===== config.mk =====
export PLATFORM = sky130hd
export DESIGN_NAME = hic_cfg_regs
export DESIGN_NICKNAME = d
export VERILOG_FILES = /design/src/rtl/core/hic_pkg.sv /design/src/rtl/core/hic_cfg_regs.sv
export SDC_FILE = /design/constraint.sdc
export NUM_CORES = 1
export LEC_CHECK = 0
export BUFFER_PORTS_ARGS = -buffer_cell sky130_fd_sc_hd__clkbuf_2
export CAP_MARGIN = 20
export CORE_ASPECT_RATIO = 0.75
export CORE_MARGIN = 5
export CORE_UTILIZATION = 30
export DETAILED_ROUTE_END_ITERATION = 10
export PLACE_DENSITY_LB_ADDON = 0.05
export SKIP_CTS_REPAIR_TIMING = 1
export SYNTH_ARGS = -nofsm -noshare
export SYNTH_HDL_FRONTEND = slang
export SYNTH_SLANG_ARGS = --single-unit

===== constraint.sdc =====
create_clock -name clk -period 1.2 [get_ports clk]
set_input_delay 0.12 -clock clk [delete_from_list [all_inputs] [get_ports clk]]
set_output_delay 0.12 -clock clk [all_outputs]
set_load 0.05 [all_outputs]

===== src/rtl/core/hic_pkg.sv =====
package hic_pkg;

  localparam int CFG_INDEX_W = 3;
  localparam int CFG_DATA_W  = 13;

  localparam logic signed [12:0] OUT_LOW  = -13'sd400;
  localparam logic signed [12:0] OUT_HIGH = 13'sd2500;

  typedef struct packed {
    logic signed [10:0] temperature;
    logic        [9:0]  humidity;
  } sample_t;

  typedef struct packed {
    logic signed [12:0] apparent_temp;
    logic        [2:0]  comfort_level;
  } result_t;

  typedef enum logic [CFG_INDEX_W-1:0] {
    CFG_VALID_TEMP_MIN     = 3'd0,
    CFG_VALID_HUMIDITY_MIN = 3'd1,
    CFG_COLD_LIMIT         = 3'd2,
    CFG_COOL_LIMIT         = 3'd3,
    CFG_COMFORTABLE_LIMIT  = 3'd4,
    CFG_WARM_LIMIT         = 3'd5
  } cfg_index_t;

  typedef enum logic [2:0] {
    LVL_COLD        = 3'd0,
    LVL_COOL        = 3'd1,
    LVL_COMFORTABLE = 3'd2,
    LVL_WARM        = 3'd3,
    LVL_HOT         = 3'd4
  } comfort_t;

  typedef struct packed {
    logic signed [10:0] valid_temp_min;
    logic        [9:0]  valid_humidity_min;
    logic signed [12:0] cold_limit;
    logic signed [12:0] cool_limit;
    logic signed [12:0] comfortable_limit;
    logic signed [12:0] warm_limit;
  } cfg_t;

  // regression coefficient magnitudes scaled by 2^32
  localparam logic [63:0] COEF_MAG32 [9] = '{
    64'd37729976680, 64'd6920884003, 64'd10043990783, 64'd627563656,
    64'd52862861, 64'd70544099, 64'd9499317, 64'd3115827, 64'd15385
  };

  function automatic logic [63:0] coef_q(input logic [3:0] idx, input int unsigned frac);
    logic [63:0] m;
    int unsigned sh;
    m  = COEF_MAG32[idx];
    sh = 32 - frac;
    if (sh > 0) begin
      m = (m + (64'd1 << (sh - 1))) >> sh;
    end
    return m;
  endfunction

endpackage


===== src/rtl/core/hic_cfg_regs.sv =====
module hic_cfg_regs
  import hic_pkg::*;
(
  input  logic                   clk,
  input  logic                   rst,
  input  logic                   cfg_valid,
  input  logic                   cfg_ready,
  input  logic [CFG_INDEX_W-1:0] cfg_index,
  input  logic [CFG_DATA_W-1:0]  cfg_data,
  output cfg_t                   cfg
);

  always_ff @(posedge clk) begin
    if (rst) begin
      cfg.valid_temp_min     <= 11'sd200;
      cfg.valid_humidity_min <= 10'd400;
      cfg.cold_limit         <= 13'sd100;
      cfg.cool_limit         <= 13'sd200;
      cfg.comfortable_limit  <= 13'sd280;
      cfg.warm_limit         <= 13'sd350;
    end else if (cfg_valid && cfg_ready) begin
      case (cfg_index)
        CFG_VALID_TEMP_MIN:     cfg.valid_temp_min     <= $signed(cfg_data[10:0]);
        CFG_VALID_HUMIDITY_MIN: cfg.valid_humidity_min <= cfg_data[9:0];
        CFG_COLD_LIMIT:         cfg.cold_limit         <= $signed(cfg_data);
        CFG_COOL_LIMIT:         cfg.cool_limit         <= $signed(cfg_data);
        CFG_COMFORTABLE_LIMIT:  cfg.comfortable_limit  <= $signed(cfg_data);
        CFG_WARM_LIMIT:         cfg.warm_limit         <= $signed(cfg_data);
        default: ;
      endcase
    end
  end

endmodule


# Yosys cells after proc, flatten, opt, wreduce, memory -nomap -nowiden
# Index checks and enable logic that the tools add are counted.
# op_classes
n_eq_ne	5
n_reduce_logical	8
# op_table
operator	n
$reduce_and A2 Y1	6
$eq A3 B2 Y1 const B	2
$eq A3 B3 Y1 const B	2
$eq A3 B1 Y1 const B	1
$logic_not A3 Y1	1
$logic_and A1 B1 Y1	1
# word_totals
inputBits	20
register_bits	73
elab_cells	19

# Longest topological paths before layout
# Gate-level depths: netlist (run 1).
# depth
ltp_word	2
depth_mapped	5

# Least setup slack after synthesis (run 1)
# OpenSTA, ideal clock, no wires.
# synth_timing
kind	input to register
startpoint	in cfg_index[2]
endpoint	reg cfg[48] (netlist name)
setup_time_ps	72
required_time_ps	1128
cell_stages	5
arrival_ps	913
setup_slack_ps	215
path_cell_list	and3b_1 buf_6 and3b_1 buf_6 mux2i_1
# synth_via
elab_chain_cells	2
# synth_lines
element	line_no	text
from (decl)	hic_cfg_regs.sv:8	input logic [CFG_INDEX_W-1:0] cfg_index,
$eq A3 B2 Y1	hic_cfg_regs.sv:22	case (cfg_index)
$reduce_and A2 Y1 (no source line)	n/a	
to (decl)	hic_cfg_regs.sv:10	output cfg_t cfg
# No other way between the ends.
# A chain may end at the register's enable or synchronous reset.

# Final worst setup path (run 1)
# layout_timing
startpoint	reg cfg[2] (netlist name)
endpoint	out cfg[2] (netlist name)
# No word-level cell between the ends.

==> out/metrics.yaml, run 1 <==
port_buffers: 92
pin_count: 93
clock_sink_count: 73
unrepaired_setup_endpoints_after_global_routing: "no"
critPathRequiredTime_ns: 1.08
via_count_of_the_first_global_routing_pass: 2167
worst-endpoint-arrival_ns: 0.99
dp_hpwl_mm: 5.59
finish.utilization: 0.404
period_minus_slack_ns: 1.11
crit_chain: "clkbuf_2"
routed_wirelength_mm: 7.63
die_area_um2: 11800
grt_busiest_layer: "met2"
die-height_um: 95.2
part_of_the_cycle_the_worst_path_needs: 0.923
synthesis.instances: 268
crit_path_start_kind: "register"
critPathMaxStageDelay_ns: 0.36
die_width_um: 124
grt.met2_usage: 0.200
synth_edf_count: 0
synth_fp_nets: 288
synthFlopType: "sky130_fd_sc_hd__dfxtp_1"
clock-skew-final_ns: 0
worst_pin_slew_ns: 0.366
slew_violations: 0
yosys-top-cells-area: "sky130_fd_sc_hd__dfxtp_1, sky130_fd_sc_hd__mux2i_1, sky130_fd_sc_hd__nand2b_1"
globalRouteMet1Util: 0.187
critical_path.endpoint_type: "primary output"
largest_register_ffs: 73
nets: 390
clock_latency_ns: 0.33
clock_tree.buffer_depth: 2
synth_cell_type_count: 15
cts-buffers-inserted: 9
ir_worst_vdd_uv: 529
yosys_warnings: 0
groute.layer.met3.usage: 0.0581
clock_tree.htree_level_count: 3
power_density_over_the_cells_nw_per_um2: 1390
root_buffer: "sky130_fd_sc_hd__clkbuf_16"
r2r_setup_slack_ns: 0.57
cts_tree: "yes"
registers.top_by_ff_count: "cfg"
clk_pin_slew_worst_paths_ns: 0.06
critical_path_depth: 1
cap_violations: 0
worst-path-buf-inv: 1
netlist_area_um2: 2900
detailedRoute.firstPassIterationCount: 6
hold_depth: 3
detail_route.drc_violations: 0
synth_top_area_share: 0.503
min_delay_worst_type: "input port to register"
post_synth_most_frequent_cells: "sky130_fd_sc_hd__dfxtp_1, sky130_fd_sc_hd__mux2i_1, sky130_fd_sc_hd__nand2b_1, sky130_fd_sc_hd__nor2_1, sky130_fd_sc_hd__clkbuf_1"
criticalPathCategory: "register to primary output"
gp_congestion: 0.723
rows: 31
placed_cell_area_um2: 3580
antennaDiodeCount: 0
post-route-cell-area_um2: 3860
initial_utilization: 0.304
report.final.setup_viol: 0
detailedRoute.firstIterationViolations: 55
syn_to_final_growth_pct: 32.9
r2r.worst_path.cells: 2
ys_seq_area_frac: 0.503
grt.total_usage: 0.138
routed_via_density: 4.17
layout-drive-gt1-share: 0.333
grt_start_max_net_pins: 47
worstPathMaxFanout: 2
grt_overflow: 0
outcome: "complete, no violations"
ys_seq_elements: 73
maxClockFrequency_ghz: 0.903
p_leak_nw: 1.98
synthArstFlopShare: 0
report.final.hold_viol_count: 0
largest_registers: "cfg: 73 flops"
crit_family: "flip-flops"
yosysTopAreaCell: "sky130_fd_sc_hd__dfxtp_1"
core-area_um2: 9540
route.detailed.wl_per_inst_um: 15.1
timing.max_slew.rel_slack: 0.755
route.antenna.remaining_nets: 0
antenna_found_initial: 0
routed-via-count: 2115
postSynthAreaPerCell_um2: 10.8
cpMaxStageDelayCell: "sky130_fd_sc_hd__dfxtp_1"
grt_pass1_wl_mm: 12.0
## final timing paths
| path | startpoint | endpoint |
|---|---|---|
| worst max register to register | cfg[62] | cfg[62] |
| worst min register to register | cfg[48] | cfg[48] |
| worst min-delay path | cfg_data[6] | cfg[19] |
| worst max-delay path | cfg[2] | cfg[2] |
## area by class of cell
| cell class | instances | area, um^2 |
|---|---|---|
| clock buffer | 13 | 260 |
| clock inverter | 3 | 15.0 |
| fill | 981 | 5680 |
| multi-input combinational | 178 | 1340 |
| sequential | 73 | 1460 |
| tap | 132 | 165 |
| timing repair buffer | 108 | 618 |
## cells by family after synthesis
family                 after synthesis  share of synthesized area
flip-flops                          73                      0.503
multiplexers                        73                      0.252
buffers and inverters               17                     0.0358
AND/OR/NAND/NOR                    105                      0.209
## cells in the final DEF (no fill, tap or decap), types with 2 or more instances in the layout
cell	n
sky130_fd_sc_hd__dfxtp_1	73
sky130_fd_sc_hd__nand2b_1	65
sky130_fd_sc_hd__nor2_1	30
sky130_fd_sc_hd__clkinv_2	3
sky130_fd_sc_hd__nand4_2	2
sky130_fd_sc_hd__mux2i_1	73
sky130_fd_sc_hd__clkbuf_16	9
sky130_fd_sc_hd__and3b_1	2
sky130_fd_sc_hd__buf_4	13
sky130_fd_sc_hd__nand2_1	2
sky130_fd_sc_hd__buf_12	3
sky130_fd_sc_hd__clkbuf_1	2
sky130_fd_sc_hd__clkbuf_8	2
sky130_fd_sc_hd__clkbuf_2	92
## metal layers
metal | wire length, um | vias up | part of all wire
met5 | 0 | - | 0
met4 | 66 | 0 | 0.0086
met3 | 455 | 5 | 0.060
met2 | 3300 | 57 | 0.43
met1 | 3810 | 968 | 0.50
li1 | - | 1085 | -
## per-stage QoR
step | std cells | hold WS [ns] | TNS, ns | power, mW | worst slack, ns
detailed placement | 491 | 0.429 | -0.000832 | 2.95 | -0.000832
global route | 507 | 0.0895 | 0 | 5.61 | 0.0352
floorplan | 268 | 0.281 | 0 | 2.80 | 0.215
finish | 507 | 0.0762 | 0 | 5.38 | 0.0927
CTS | 507 | 0.0709 | 0 | 5.46 | 0.0598
global placement | 491 | 0.418 | 0 | 2.95 | 0.00929
## where the power goes
group | switching (mW) | internal [mW]
clock | 0.981 | 1.50
combinational | 0.270 | 0.151
sequential | 0.0179 | 2.46
total | 1.27 | 4.11
No activity file was read; power rests on OpenSTA's default activity.
==> inputs of run 2 (changes only) <==
--- a/config.mk
+++ b/config.mk
@@ -7,10 +7,11 @@
 export LEC_CHECK = 0
 export BUFFER_PORTS_ARGS = -buffer_cell sky130_fd_sc_hd__clkbuf_2
 export CAP_MARGIN = 20
-export CORE_ASPECT_RATIO = 0.75
+export CORE_ASPECT_RATIO = 1.25
 export CORE_MARGIN = 5
 export CORE_UTILIZATION = 30
 export DETAILED_ROUTE_END_ITERATION = 10
+export MAX_ROUTING_LAYER = met4
 export PLACE_DENSITY_LB_ADDON = 0.05
 export SKIP_CTS_REPAIR_TIMING = 1
 export SYNTH_ARGS = -nofsm -noshare
==> run 2 against run 1 <==
Cell count shrank 0.59%; sequential power hardly changed; global-route usage up 0.61 points; critical path type unchanged; largest power group unchanged; largest cell class unchanged; critical path depth unchanged; die area about the same.
==> out/metrics.yaml, run 2 (same netlist as run 1, synthesis figures left out) <==
outcome: "complete, no violations"
internal_power_mw: 4.39
route.antenna.remaining_nets: 0
post-place-ws_ns: -0.0213
post-route-cell-area_um2: 3910
worstPathMaxFanout: 2
min_delay_worst_type: "input port to register"
die_area_um2: 11800
grt_pass1_wl_mm: 12.6
syn_to_final_growth_pct: 34.6
placed_cell_area_um2: 3600
clock_tree.htree_level_count: 3
power_density_over_the_cells_nw_per_um2: 1450
routed_wirelength_mm: 7.96
layout-drive-gt1-share: 0.339
routed-via-count: 2168
net_switching_fraction_of_the_power: 0.227
r2r_setup_slack_ns: 0.54
worst_pin_slew_ns: 0.345
most-common-layout-cells: "sky130_fd_sc_hd__clkbuf_2, sky130_fd_sc_hd__mux2i_1, sky130_fd_sc_hd__dfxtp_1, sky130_fd_sc_hd__nand2b_1, sky130_fd_sc_hd__nor2_1"
ir_worst_vdd_uv: 569
gp_congestion: 0.709
largest_registers: "cfg: 73 flops"
grt_overflow: 0
crit_chain: "clkbuf_2"
report.final.hold_viol_count: 0
clock_sink_count: 73
part_of_the_cycle_the_worst_path_needs: 0.913
clock-skew-final_ns: 0
cap_violations: 0
crit_family: "flip-flops"
initial_utilization: 0.304
critPathMaxStageDelay_ns: 0.35
registers.top_by_ff_count: "cfg"
clock_tree.buffer_depth: 2
grt_start_max_net_pins: 36
detail_route.drc_violations: 0
root_buffer: "sky130_fd_sc_hd__clkbuf_16"
power.share.sequential: 0.436
dp_hpwl_mm: 5.69
timing.final.ws_setup_ns: 0.105
nets: 393
antennaDiodeCount: 0
power.net_switching_mw: 1.29
slew_violations: 0
holdWs_ns: 0.0786
p_leak_nw: 2.01
clock_latency_ns: 0.32
power.share.combinational: 0.075
maxClockFrequency_ghz: 0.913
grt.total_usage: 0.144
core-area_um2: 9560
antenna_found_initial: 0
route.detailed.wl_per_inst_um: 15.8
routed_via_density: 4.30
cts-buffers-inserted: 9
timing.max_slew.rel_slack: 0.769
critPathRequiredTime_ns: 1.08
die_width_um: 98
cpMaxStageDelayCell: "sky130_fd_sc_hd__dfxtp_1"
clk_pin_slew_worst_paths_ns: 0.06
report.final.setup_viol: 0
die-height_um: 120
unrepaired_setup_endpoints_after_global_routing: "no"
worst-path-buf-inv: 1
cts_tree: "yes"
critical_path.endpoint_type: "primary output"
detailedRoute.firstPassIterationCount: 4
pin_count: 93
criticalPathCategory: "register to primary output"
port_buffers: 92
final_common_cell: "sky130_fd_sc_hd__clkbuf_2"
crit_path_start_kind: "register"
worst-endpoint-arrival_ns: 0.98
via_count_of_the_first_global_routing_pass: 2275
rows: 40
largest_register_ffs: 73
relative_contribution_of_the_clock_network_to_total_power: 0.489
design_power_total_mw: 5.68
finish.utilization: 0.409
period_minus_slack_ns: 1.10
detailedRoute.firstIterationViolations: 45
-- run 2: cell types whose count changed in the layout (fill, tap and decap cells not counted), sizes merged --
cell,previous run,this run
bufinv,0,1
clkbuf,105,106
buf,16,19
clkinv,3,1
-- run 2: path summary, 6_finish.rpt --
path	start	to	cells after the start
worst max-delay path	cfg[32]	cfg[32]	1
worst min register to register	cfg[72]	cfg[72]	2
worst min-delay path	cfg_data[6]	cfg[58]	3
worst max register to register	cfg[32]	cfg[32]	2
-- run 2: layout make-up --
class                      count  area, um^2
fill                         955        5650
sequential                    73        1460
multi-input combinational    178        1340
timing repair buffer         111         641
clock buffer                  14         274
tap                          126         158
clock inverter                 2        35.0
-- run 2: per-layer routing --
metal  global-route usage  part of all wire
met1                0.180              0.47
met2                0.216              0.46
met3               0.0407             0.052
met4               0.0623             0.019
met5                    -                 0
-- run 2: through the flow --
| stage | cells | TNS [ns] |
|---|---|---|
| final | 504 | 0 |
| after global routing | 504 | 0 |
| after CTS | 504 | 0 |
| after detailed placement | 488 | -0.113 |
| after global placement | 488 | 0 |
| after floorplan | 268 | 0 |
-- run 2: power by group through the flow --
| stage | registers (mW) | logic (mW) | clock network [mW] |
|---|---|---|---|
| final | 2.47 | 0.428 | 2.77 |
| after global routing | 2.48 | 0.462 | 2.94 |
| after CTS | 2.47 | 0.438 | 2.84 |
| after detailed placement | 2.53 | 0.437 | 0 |
| after global placement | 2.53 | 0.434 | 0 |
| after floorplan | 2.63 | 0.169 | 0 |
